--- src/sv/skr_pkg.sv ---
// ----------------------------------------------------------------------------
// skr_pkg: shared types and constants of the scalar Kalman rate fusion unit
// Widths of the variance path, the long divider and the configuration port.
// ----------------------------------------------------------------------------
package skr_pkg;

    // Variances are unsigned Q16.16.
    localparam int VAR_W = 32;
    localparam logic [VAR_W-1:0] VAR_RESET = 32'd65536000;        // 1000.0
    localparam logic [VAR_W-1:0] MOTION_VAR_RESET = 32'd262144;   // 4.0
    localparam logic [VAR_W-1:0] MEAS_VAR_RESET = 32'd32768;      // 0.5

    // Configuration register indexes.
    localparam int IDX_W = 1;
    localparam logic [IDX_W-1:0] REG_MOTION_VAR = 1'b0;
    localparam logic [IDX_W-1:0] REG_MEAS_VAR = 1'b1;

    // Item kinds.
    localparam logic FUNC_GYRO = 1'b0;
    localparam logic FUNC_ODOM = 1'b1;

    // Multiplier operands are 33-bit signed, products 66-bit signed.
    localparam int OPD_W = VAR_W + 1;
    localparam int PRD_W = 2 * OPD_W;

    // The divider takes a 66-bit dividend, a 33-bit divisor and yields
    // a 32-bit quotient, one bit per cycle.
    localparam int DVD_W = PRD_W;
    localparam int DEN_W = VAR_W + 1;
    localparam int QUO_W = VAR_W;
    localparam int CNT_W = $clog2(QUO_W);

    typedef logic [OPD_W-1:0] skr_opd_t;
    typedef logic [PRD_W-1:0] skr_prd_t;
    typedef logic [DVD_W-1:0] skr_dvd_t;
    typedef logic [DEN_W-1:0] skr_den_t;
    typedef logic [QUO_W-1:0] skr_quo_t;

    typedef struct packed {
        logic     start;
        skr_dvd_t dividend;
        skr_den_t divisor;
    } skr_div_req_t;

    typedef struct packed {
        logic     done;
        skr_quo_t quotient;
    } skr_div_rsp_t;

endpackage

--- src/sv/skr_div.sv ---
// ----------------------------------------------------------------------------
// skr_div: radix-2 restoring divider, one quotient bit per cycle
// The upper dividend bits must already be below the divisor, so the
// quotient fits QUO_W bits.
// ----------------------------------------------------------------------------
module skr_div
    import skr_pkg::*;
(
    input  logic         clk,
    input  logic         rst_n,
    input  skr_div_req_t req,
    output skr_div_rsp_t rsp
);

    localparam logic [CNT_W-1:0] CNT_LAST = CNT_W'(QUO_W - 1);

    logic [DEN_W-1:0] rem_reg;
    logic [QUO_W-1:0] quo_reg;
    logic [DEN_W-1:0] den_reg;
    logic [CNT_W-1:0] cnt_reg;
    logic             busy_reg;
    logic             done_reg;
    logic [DEN_W:0]   trial;

    // Trial subtraction of the divisor from the shifted partial remainder.
    assign trial = {rem_reg, quo_reg[QUO_W-1]} - {1'b0, den_reg};

    always_ff @(posedge clk or negedge rst_n)
    begin
        if (!rst_n)
        begin
            cnt_reg  <= '0;
            busy_reg <= 1'b0;
            done_reg <= 1'b0;
        end
        else if (req.start)
        begin
            cnt_reg  <= '0;
            busy_reg <= 1'b1;
            done_reg <= 1'b0;
        end
        else if (busy_reg)
        begin
            cnt_reg <= cnt_reg + 1'b1;
            if (cnt_reg == CNT_LAST)
            begin
                busy_reg <= 1'b0;
                done_reg <= 1'b1;
            end
        end
        else
        begin
            done_reg <= 1'b0;
        end
    end

    always_ff @(posedge clk)
    begin
        if (req.start)
        begin
            rem_reg <= req.dividend[QUO_W+DEN_W-1:QUO_W];
            quo_reg <= req.dividend[QUO_W-1:0];
            den_reg <= req.divisor;
        end
        else if (busy_reg)
        begin
            if (!trial[DEN_W])
            begin
                rem_reg <= trial[DEN_W-1:0];
                quo_reg <= {quo_reg[QUO_W-2:0], 1'b1};
            end
            else
            begin
                rem_reg <= {rem_reg[DEN_W-2:0], quo_reg[QUO_W-1]};
                quo_reg <= {quo_reg[QUO_W-2:0], 1'b0};
            end
        end
    end

    assign rsp.done     = done_reg;
    assign rsp.quotient = quo_reg;

endmodule

--- config.mk ---
export PLATFORM = sky130hd
export DESIGN_NAME = skr_div
export DESIGN_NICKNAME = d
export VERILOG_FILES = /design/src/sv/skr_pkg.sv /design/src/sv/skr_div.sv
export SDC_FILE = /design/constraint.sdc
export NUM_CORES = 1
export LEC_CHECK = 0
export ABC_AREA = 1
export BUFFER_PORTS_ARGS = -buffer_cell sky130_fd_sc_hd__buf_2
export CORE_ASPECT_RATIO = 0.5
export CORE_MARGIN = 4
export CORE_UTILIZATION = 35
export DETAILED_ROUTE_END_ITERATION = 8
export PLACE_DENSITY = 0.65
export SYNTH_ARGS = -nofsm -noshare
export SYNTH_HDL_FRONTEND = slang
export SYNTH_SLANG_ARGS = --single-unit
--- constraint.sdc ---
create_clock -name clk -period 2.7 [get_ports clk]
set_input_delay 0.27 -clock clk [delete_from_list [all_inputs] [get_ports clk]]
set_output_delay 0.27 -clock clk [all_outputs]
set_load 0.02 [all_outputs]
[After elaboration in Yosys (flattened, before gate mapping)]
Cells that the tools add are included.
Word-level totals
  output and inout port bits: 33
  bits in registers: 105
Cells by class
  eq/ne operators: 2
  $add $sub $neg: 2
  reduce and logical (&&, ||, !) cells: 1
  multiplexer cells: 14
Operator list (count)
  33-bit two-way mux: 3
  32-bit two-way mux: 2
  34-bit by 33-bit subtractor with 34-bit output: 1
  5-bit two-way mux: 2
  1-bit two-way mux: 7
  5-bit by 1-bit adder with 5-bit output (second input constant): 1
  5-bit equality test (second input constant): 1
  3-bit by 2-bit != test with 1-bit output (second input constant): 1
  2-bit nonzero test: 1

[Longest topological paths before layout]
Gate-level depths: netlist (run 1).
  depth after elaboration: 4
  mapped depth: 18
  depth with buffers taken out: 17

[Worst setup path before layout (run 1)]
Ideal clock, no wire load.
  path kind: flip-flop to flip-flop
  start: register quo_reg[31]
  end: register rem_reg[32] (data pin)
  stages on the path, launching flop included: 18
  arrival time: 2067 ps
  data required time: 2447 ps
  setup time: 253 ps
  setup slack: 379 ps
  buffers on the path: 0
  path through: edfxtp_1 > inv_1 > ha_1 > fa_1 > inv_1 > nand3_1 > nand2_1 > nand2_1 > nand2_1 > nand2_1 > nand2_1 > nand2_1 > nand2_1 > nand2_1 > nand2_1 > nand3_2 > nand3_1 > nand2_1
Between the ends
  word-level cells in the longest chain between the ends: 4
RTL lines
  start, declared: RTL line skr_div.sv:18  | logic [QUO_W-1:0] quo_reg;
  start signal, assigned: RTL line skr_div.sv:62  | quo_reg <= req.dividend[QUO_W-1:0];
  start signal, assigned: RTL line skr_div.sv:70  | quo_reg <= {quo_reg[QUO_W-2:0], 1'b1};
  start signal, assigned: RTL line skr_div.sv:75  | quo_reg <= {quo_reg[QUO_W-2:0], 1'b0};
  34-bit by 33-bit subtractor with 34-bit output: RTL line skr_div.sv:26  | assign trial = {rem_reg, quo_reg[QUO_W-1]} - {1'b0, den_reg};
  33-bit two-way mux: RTL line skr_div.sv:67  | if (!trial[DEN_W])
  33-bit two-way mux: RTL line skr_div.sv:65  | else if (busy_reg)
  33-bit two-way mux: RTL line skr_div.sv:59  | if (req.start)
  end signal, assigned: RTL line skr_div.sv:61  | rem_reg <= req.dividend[QUO_W+DEN_W-1:QUO_W];
  end signal, assigned: RTL line skr_div.sv:69  | rem_reg <= trial[DEN_W-1:0];
  end signal, assigned: RTL line skr_div.sv:74  | rem_reg <= {rem_reg[DEN_W-2:0], quo_reg[QUO_W-1]};
  end, declared: RTL line skr_div.sv:17  | logic [DEN_W-1:0] rem_reg;
No other way between the ends. The select of a mux whose other input is x is not followed.
A chain may end at the register's enable or synchronous reset.

[Final worst setup path (run 1)]
  start: register rem_reg[25]
  end: register rem_reg[17] (data pin)
Between the ends
  word-level cells in the longest chain between the ends: 4
RTL lines (RTL line)
  34-bit by 33-bit subtractor with 34-bit output: skr_div.sv:26
  33-bit two-way mux: skr_div.sv:67
  33-bit two-way mux: skr_div.sv:65
  33-bit two-way mux: skr_div.sv:59
No other way between the ends. The select of a mux whose other input is x is not followed.

==> out/results.ini, run 1 <==
[final_layout]
multi_input_area_mm2=0.003617
nets=1314
design_area_mm2=0.009036
final_layout_size_suffix_gt1_frac=0.1905
final_cell_mix=nand2_1, inv_1, buf_2
layout_commonest_cell=nand2_1
fillers=2175
final-seq-area_mm2=0.003118
n_antenna_cell=0
area.growth.synth_to_final_pct=18.22
finalCoreUtilization=0.4299

[timing]
fin_crit_sh=0.9200
hold_viol=0
finalSetupViolCount=0
drv_slew=0
relSlewSlack=0.4511
rsz0062_at_grt=no
layout_min_cycle_time_ns=2.484
hold_slack_ns=0.07056
tightest_slew_ns=0.8233
timing.fmax_mhz=402.6
finalSetupTns_ns=0
finClkSkew_ns=0.009615

[clock_tree]
cts_max_level=3
clk_pin_slew_ns=0.08
postCtsSetupRepairBufs=0
cts_root_buf=clkbuf_16
clock_latency_ns=0.37
cts_buffers=9
tritoncts=yes
clock-sinks=105
clockBufferDepth=2

[place]
dpl.hpwl_mm=15.90
port_buffers=133
postPlaceCellArea_mm2=0.008700
gp_congestion=0.9153

[floorplanning]
die_y_um=112.5
dieWidth_um=217.0
io_pins=135
core-area_mm2=0.02102
rows=37
die_area_mm2=0.02441
initial_core_util=0.3637

[logic_synthesis]
avgSynthCellArea_um2=7.335
ys_types=34
synth.net_count=1180
ys_seq_elements=105
netlist_instances=1042
ys_warn_count=0
synth_area_mm2=0.007644
seq_area_frac_synth=0.4079

[global_routing]
grt_max_degree=72
first_global_vias=6817
grt_pass1_wl_mm=34.01
track_usage=0.1721
gr-total-overflow=0
antenna_found_initial=1

[routing]
wire_per_inst_um=13.81
drt-total-wl_mm=20.34
drt-initial-drc-count=418
vias_per_cell=4.617
drc=0
ant_nets=0
via_count=6801
first_pass_iters=5

[worst_setup_path]
worstPathArrival_ns=2.61
slowest_stage=edfxtp_1
cp-start-kind=register
worstPathRequired_ns=2.82
critical_path_buf_inv_count=1
max_stage_delay_ns=0.39
crit_fanout=18
cp_top_family=simple AND/OR/NAND/NOR gates
path_cells=ha_1, a21oi_1, nor2_1, o21ai_1, nand3_1, nor2_4, nand2_4, nand2_4, buf_12, nand3_2, nand3_1, nand2_1
worstSetupPathType=reg2reg
crit_path_end_kind=register

[power]
max-vdd-ir-drop_uv=462.1
p_per_area_mw_per_mm2=1056
power.leakage_nw=4.932

[job]
max_cap_viol_count=0

[hold_path]
hold_class=in2reg

[run_status]
status=completed

[worst register-to-register path: stages (launching register included)]
cell	delay, ns
edfxtp_1	0.39
ha_1	0.38
a21oi_1	0.27
nor2_1	0.09
o21ai_1	0.15
nand3_1	0.13
nor2_4	0.19
nand2_4	0.09
nand2_4	0.09
buf_12	0.17
nand3_2	0.07
nand3_1	0.16
nand2_1	0.07
[timing repair]
action / in CTS / in global routing
gates resized for setup: 0 / 6
hold buffers: 1 / 0
endpoints found under the setup margin: 0 / 4
hold endpoints to repair: 7 / 0
[final timing paths]
check	from	to	slack [ns]	cells past startpoint
max	rem_reg[25]	rem_reg[17]	0.22	12
min	req[24]	den_reg[24]	0.07	1
max reg2reg	rem_reg[25]	rem_reg[17]	0.22	12
min reg2reg	cnt_reg[4]	cnt_reg[4]	0.49	2
max in group asynchronous	rst_n	cnt_reg[3]	2.28	2
min in group asynchronous	rst_n	cnt_reg[0]	0.27	2
[per-layer routing]
metal / part of all wire / up-vias / GRT usage
met2: 0.43 / 160 / 0.2624
li1: - / 3524 / -
met3: 0.051 / 14 / 0.03300
met4: 0.0088 / 2 / 0.03599
met5: 0.00059 / - / 0
met1: 0.51 / 3101 / 0.2544
[area by class of cell]
class                           instances  area share
Clock buffer                            9     0.02492
Inverter                              191     0.07934
Timing Repair Buffer                  151      0.1002
Sequential cell                       105      0.3451
Tap cell                              292     0.04043
Multi-Input combinational cell        718      0.4003
Clock inverter                          7    0.009693
[logic make-up (layout without fill, tap and decap cells)]
| logic type | after synthesis | after routing | share of synthesized area |
|---|---|---|---|
| DFF | 105 | 105 | 0.4079 |
| buffers and inverters | 219 | 358 | 0.1206 |
| and+or+nand+nor | 634 | 634 | 0.3714 |
| xor gates and xnor gates | 15 | 15 | 0.01719 |
| AOI/OAI and AO/OA | 33 | 33 | 0.02292 |
| adders and majority gates | 36 | 36 | 0.05991 |
[synth_stat cells, drive strengths merged]
cell type	instances	share of area
nand4	6	0.0049
o21ai	4	0.0026
and2	5	0.0041
clkbuf	8	0.0039
xor2	1	0.0011
and3	2	0.0016
a31oi	1	0.00082
nand2	433	0.22
nor3	5	0.0033
nand3	123	0.10
fa	1	0.0026
dfrtp	7	0.023
a21oi	26	0.018
buf	20	0.023
edfxtp	98	0.39
nand3b	11	0.011
xnor2	14	0.016
inv	191	0.094
nor2	49	0.025
o21bai	2	0.0020
ha	35	0.057
[per-stage QoR]
| stage | cells | setup WS, ns | power [mW] |
|---|---|---|---|
| global route | 1473 | 0.006539 | 10.50 |
| detailed placement | 1456 | 0.1639 | 8.115 |
| finish | 1473 | 0.2159 | 9.540 |
| floorplan | 1042 | 0.3794 | 6.675 |
| CTS | 1473 | 0.1518 | 9.564 |
| global placement | 1456 | 0.1790 | 8.035 |
[where the power goes]
part	total [mW]	internal, mW	switching [mW]	leakage [nW]
clock	1.41	0.740	0.668	0.153
sequential	2.45	2.24	0.212	1.12
combinational	5.68	2.16	3.53	3.66
(Power assumes the default switching activity.)
==> run 2, diff against run 1 <==
--- a/config.mk
+++ b/config.mk
@@ -5,13 +5,12 @@
 export SDC_FILE = /design/constraint.sdc
 export NUM_CORES = 1
 export LEC_CHECK = 0
-export ABC_AREA = 1
 export BUFFER_PORTS_ARGS = -buffer_cell sky130_fd_sc_hd__buf_2
 export CORE_ASPECT_RATIO = 0.5
-export CORE_MARGIN = 4
+export CORE_MARGIN = 5
 export CORE_UTILIZATION = 35
 export DETAILED_ROUTE_END_ITERATION = 8
-export PLACE_DENSITY = 0.65
+export PLACE_DENSITY = 0.66
 export SYNTH_ARGS = -nofsm -noshare
 export SYNTH_HDL_FRONTEND = slang
 export SYNTH_SLANG_ARGS = --single-unit
==> run 2 against run 1 <==
  * The run now ends with setup timing left
  * Die area shrank 12%
  * Global-route usage shrank 1.7 points
  * Final cell count shrank 27%
  * Cell area is essentially flat
  * Via count shrank 19%
  * Combinational power grew 16%
  * Critical path depth is the same
  * Worst setup slack lost 0.46 ns
  * Sequential cell count is the same
  * Maximum frequency shrank 16%
  * Largest power group unchanged
==> out/results.ini, run 2 <==
[place]
dpl.hpwl_mm=12.47
port_buffers=133
dp.cells=1038
gp_congestion=0.8688

[routing]
drt-total-wl_mm=17.49
first_pass_iters=6
drc=0
vias_per_cell=5.101
ant_nets=0
wire_per_inst_um=16.24
via_count=5494
drt-initial-drc-count=394

[clock_tree]
clk_pin_slew_ns=0.09
clock_latency_ns=0.37
cts_buffers=9
clock-sinks=105
tritoncts=yes
clockBufferDepth=2
cts_max_level=3
cts_root_buf=clkbuf_16

[worst_setup_path]
worstPathRequired_ns=2.80
reg2regPathDepth=12
worstPathArrival_ns=3.05
slowest_stage=edfxtp_1
max_stage_delay_ns=0.40
cp-start-kind=register
worstSetupPathType=reg2reg
critical_path_buf_inv_count=3
crit_cells=12
crit_fanout=5
cp_top_family=compound AO/OA/AOI/OAI gates
crit_path_end_kind=register
path_cells=ha_1, o21ai_1, o21ai_1, or3_4, o21a_1, buf_4, buf_4, buf_4, a21oi_1, xnor2_1, mux2i_1, o21ai_1

[logic_synthesis]
synth_edf_count=98
synth_top_area_cell=edfxtp_1
avgSynthCellArea_um2=10.62
synth.net_count=750
async_reset_ff_frac=0.06667
synthTopCellsByArea=edfxtp_1, ha_1, mux2_2
ys_warn_count=0
ys_seq_elements=105
synth_top_area_share=0.4529
yosysMostFrequentCell=edfxtp_1
yosys-top-cells-count=edfxtp_1, inv_1, nand2_1
synth_top_flop_cell=edfxtp_1
synth_area_mm2=0.006497
seq_area_frac_synth=0.4799
ys_types=62
netlist_instances=612

[floorplanning]
die_area_mm2=0.02155
io_pins=135
die_y_um=106.3
initial_core_util=0.3550
rows=35
core-area_mm2=0.01831
dieWidth_um=202.7

[hold_path]
hold_class=in2reg
hold_depth=1

[timing]
finalSetupTns_ns=-5.282
hold_viol=0
drv_slew=0
relSlewSlack=0.5973
finClkSkew_ns=0.01778
finalSetupViolCount=34
timing.fmax_mhz=339.8
fin_ws_ns=-0.2430
rsz0062_at_grt=yes
tightest_slew_ns=0.5965
layout_min_cycle_time_ns=2.943
fin_crit_sh=1.090

[final_layout]
final_cell_mix=buf_2, edfxtp_1, buf_4
fillers=1663
area.growth.synth_to_final_pct=39.03
final_layout_size_suffix_gt1_frac=0.4258
instances_no_fill=1077
layout_commonest_cell=buf_2
finalCoreUtilization=0.4935
nets=969

[run_status]
violations=setup timing
status=finished, violations left

[global_routing]
gr-total-overflow=0
antenna_found_initial=1
first_global_vias=5503
track_usage=0.1552
grt_max_degree=49
grt_pass1_wl_mm=27.18

[power]
p_per_area_mw_per_mm2=1167
max-vdd-ir-drop_uv=517.7
power.leakage_nw=3.965

[job]
max_cap_viol_count=0

run 2: cell families after synthesis:
kind of cell / Yosys count / synth area share
AO/OA/AOI/OAI: 155 / 0.1496
AND/OR/NAND/NOR: 141 / 0.1053
flip-flops: 105 / 0.4799
buffers and inverters: 86 / 0.05700
multiplexers: 61 / 0.09994
adder cells (fa/ha/maj): 36 / 0.07048
XOR/XNOR: 28 / 0.03774
run 2: layout make-up:
cell class | count | area [um^2] | area share
Antenna cell | 1 | 2.502 | 0.0002770
Multi-Input combinational cell | 421 | 3451 | 0.3820
Sequential cell | 105 | 3118 | 0.3452
Clock inverter | 7 | 102.6 | 0.01136
Inverter | 52 | 195.2 | 0.02161
Timing Repair Buffer | 242 | 1639 | 0.1814
Clock buffer | 9 | 225.2 | 0.02493
Tap cell | 240 | 300.3 | 0.03324
run 2: path summary, 6_finish.rpt:
| kind | startpoint | to | slack [ns] |
|---|---|---|---|
| hold / removal | req[10] | den_reg[10] | 0.07 |
| setup reg to reg | rem_reg[14] | rem_reg[29] | -0.24 |
| setup / recovery | rem_reg[14] | rem_reg[29] | -0.24 |
| max in group asynchronous | rst_n | done_reg | 2.27 |
| hold reg to reg | cnt_reg[4] | cnt_reg[4] | 0.55 |
| min in group asynchronous | rst_n | cnt_reg[2] | 0.27 |
run 2: worst reg2reg max path, stage by stage (launching register included):
cell and delay, ns:
edfxtp_1 0.40, ha_1 0.38, o21ai_1 0.23, o21ai_1 0.12
or3_4 0.38, o21a_1 0.22, buf_4 0.14, buf_4 0.13
buf_4 0.14, a21oi_1 0.21, xnor2_1 0.11, mux2i_1 0.17
o21ai_1 0.07
run 2: power breakdown:
group          internal, mW  total (mW)  switching [mW]
Sequential             2.26        2.51           0.250
Combinational          3.33        6.59            3.25
Clock                 0.755        1.44           0.690
run 2: routing by layer:
layer / vias up / track usage / wire [um]
met1: 2626 / 0.2033 / 7812
met2: 145 / 0.2651 / 8575
li1: 2688 / - / -
met4: 0 / 0.03775 / 323
met3: 35 / 0.03261 / 780
met5: - / 0 / 0
run 2: repair_timing:
item	4_1_cts	5_1_grt
setup buffers	11	7
pin swaps	14	31
hold buffers	1	0
gates resized for setup	45	50
hold endpoints to repair	7	0
gates cloned	0	3
endpoints found under the setup margin	34	34
run 2: metrics by stage:
step	setup WS, ns	power (mW)	cell area, um^2	hold WS [ns]
5_1_grt	-0.3373	11.25	9034	0.04833
3_3_place_gp	-0.1192	7.571	8000	0.1062
3_5_place_dp	-0.2154	7.684	8000	0.1123
2_1_floorplan	-0.06393	5.925	6521	-0.02559
6_report	-0.2430	10.54	9034	0.07107
4_1_cts	-0.09695	9.683	8622	0.05470
==> run 3, diff against run 2 <==
--- a/config.mk
+++ b/config.mk
@@ -7,7 +7,7 @@
 export LEC_CHECK = 0
 export BUFFER_PORTS_ARGS = -buffer_cell sky130_fd_sc_hd__buf_2
 export CORE_ASPECT_RATIO = 0.5
-export CORE_MARGIN = 5
+export CORE_MARGIN = 1
 export CORE_UTILIZATION = 35
 export DETAILED_ROUTE_END_ITERATION = 8
 export PLACE_DENSITY = 0.66
==> run 3 against run 2 <==
  * The flow still finishes with violations (setup timing)
  * Clock skew about the same
  * First-iteration DRC count decreased by 15%
  * Worst setup slack improved by 0.16 ns
  * Hold slack about the same
  * Non-clock buffer count decreased by 2
  * Largest cell class unchanged
  * Critical endpoint is now rem_reg[1]
  * Critical path type unchanged
  * Global-route usage increased by 2.1 points
  * Core utilization increased by 1.0 points
  * Largest power group unchanged
  * Highest routed layer is now met5
==> out/results.ini, run 3 (synthesis gave the netlist of run 2 again) <==
[timing]
hold_slack_ns=0.07141
drv_slew=0
hold_viol=0
timing.fmax_mhz=359.3
rsz0062_at_grt=yes
finalSetupViolCount=30
fin_crit_sh=1.031
fin_ws_ns=-0.08340
finClkSkew_ns=0.01748
layout_min_cycle_time_ns=2.783
tightest_slew_ns=0.6269
relSlewSlack=0.5806
finalSetupTns_ns=-1.432

[place]
dpl.hpwl_mm=11.78
postPlaceCellArea_mm2=0.007990
port_buffers=133
gp_congestion=0.8717

[worst_setup_path]
r2r_start=den_reg[20]
reg2regPathDepth=13
crit_path_end_kind=register
worstSetupPathType=reg2reg
worstPathArrival_ns=2.98
crit_fanout=4
cp-start-kind=register
worstPathRequired_ns=2.89
startpoint=den_reg[20]

[run_status]
status=finished, violations left
violations=setup timing

[global_routing]
first_global_vias=5475
gr-total-overflow=0
grt_pass1_wl_mm=26.54
antenna_found_initial=2
track_usage=0.1758
grt_max_degree=98

[power]
p_per_area_mw_per_mm2=1164
power.leakage_nw=3.932
max-vdd-ir-drop_uv=518.6
totalPowerFinal_mw=10.43

[floorplanning]
dieWidth_um=194.7
io_pins=135
die_area_mm2=0.01915
die_y_um=98.35
rows=34
core-area_mm2=0.01778
initial_core_util=0.3654

[routing]
drt-total-wl_mm=16.67
drt-initial-drc-count=334
first_pass_iters=4
via_count=5369
vias_per_cell=5.018
drc=0
ant_nets=0
wire_per_inst_um=15.58

[hold_path]
min_from=req[7]
hold_depth=1
hold_class=in2reg

[clock_tree]
cts_buffers=9
clockBufferDepth=2
cts_max_level=3
clock_latency_ns=0.37
clk_pin_slew_ns=0.09
clock-sinks=105
cts_root_buf=clkbuf_16
tritoncts=yes

[final_layout]
finalCoreUtilization=0.5035
area.growth.synth_to_final_pct=37.80
layout_commonest_cell=buf_2
fillers=1592
final_cell_mix=buf_2, edfxtp_1, buf_4
design_area_mm2=0.008954
final_layout_size_suffix_gt1_frac=0.4269
nets=967

[job]
max_cap_viol_count=0

==> run 3: timing repair <==
| item | 4_1_cts | 5_1_grt |
|---|---|---|
| endpoints found under the hold margin | 7 | 0 |
| setup endpoints to repair | 34 | 34 |
| hold buffers | 1 | 0 |
| cloned | 1 | 1 |
| pin swaps | 29 | 25 |
| setup buffers | 9 | 13 |
| gates resized for setup | 52 | 38 |
==> run 3: path summary, 6_finish.rpt <==
| check | to | slack, ns |
|---|---|---|
| min in group asynchronous | cnt_reg[4] | 0.27 |
| min reg2reg | cnt_reg[3] | 0.55 |
| max in group asynchronous | done_reg | 2.28 |
| min | den_reg[7] | 0.07 |
| max | rem_reg[1] | -0.08 |
| max reg2reg | rem_reg[1] | -0.08 |
==> run 3: report_power, final <==
part | internal, mW | switching, mW | total [mW]
clock network | 0.663 | 0.705 | 1.37
logic | 3.36 | 3.20 | 6.56
registers | 2.26 | 0.245 | 2.50
total | 6.28 | 4.15 | 10.4
==> run 3: through the flow <==
stage / setup slack, ns / cells
5_1_grt: -0.2617 / 1068
3_3_place_gp: -0.1594 / 1029
3_5_place_dp: -0.2054 / 1029
4_1_cts: -0.1185 / 1055
2_1_floorplan: -0.06393 / 612
6_report: -0.08340 / 1070
==> run 3: final cells by class <==
| cell class | instances | area (um^2) | area share |
|---|---|---|---|
| Antenna cell | 2 | 5.005 | 0.0005590 |
| Timing Repair Buffer | 240 | 1604 | 0.1792 |
| Clock buffer | 9 | 225.2 | 0.02515 |
| Sequential cell | 105 | 3118 | 0.3482 |
| Clock inverter | 7 | 80.08 | 0.008944 |
| Tap cell | 234 | 292.8 | 0.03270 |
| Inverter | 52 | 195.2 | 0.02180 |
| Multi-Input combinational cell | 421 | 3433 | 0.3835 |
==> run 3: critical path, cell delays in order, from the launching register on <==
cell and delay (ns):
edfxtp_1 0.36, inv_1 0.11, ha_4 0.22, a21oi_1 0.18
o21ai_2 0.10, or3_4 0.41, o21a_1 0.20, a21oi_2 0.17
buf_4 0.15, a211oi_4 0.05, buf_6 0.14, buf_6 0.11
or3_1 0.33, o311ai_2 0.08
==> run 3: layer usage <==
layer	vias to the layer above	track usage	share of wire
met1	2562	0.2248	0.46
met2	105	0.2914	0.47
met5	-	0	0.00078
met3	24	0.04560	0.047
met4	2	0.05617	0.017
li1	2676	-	-
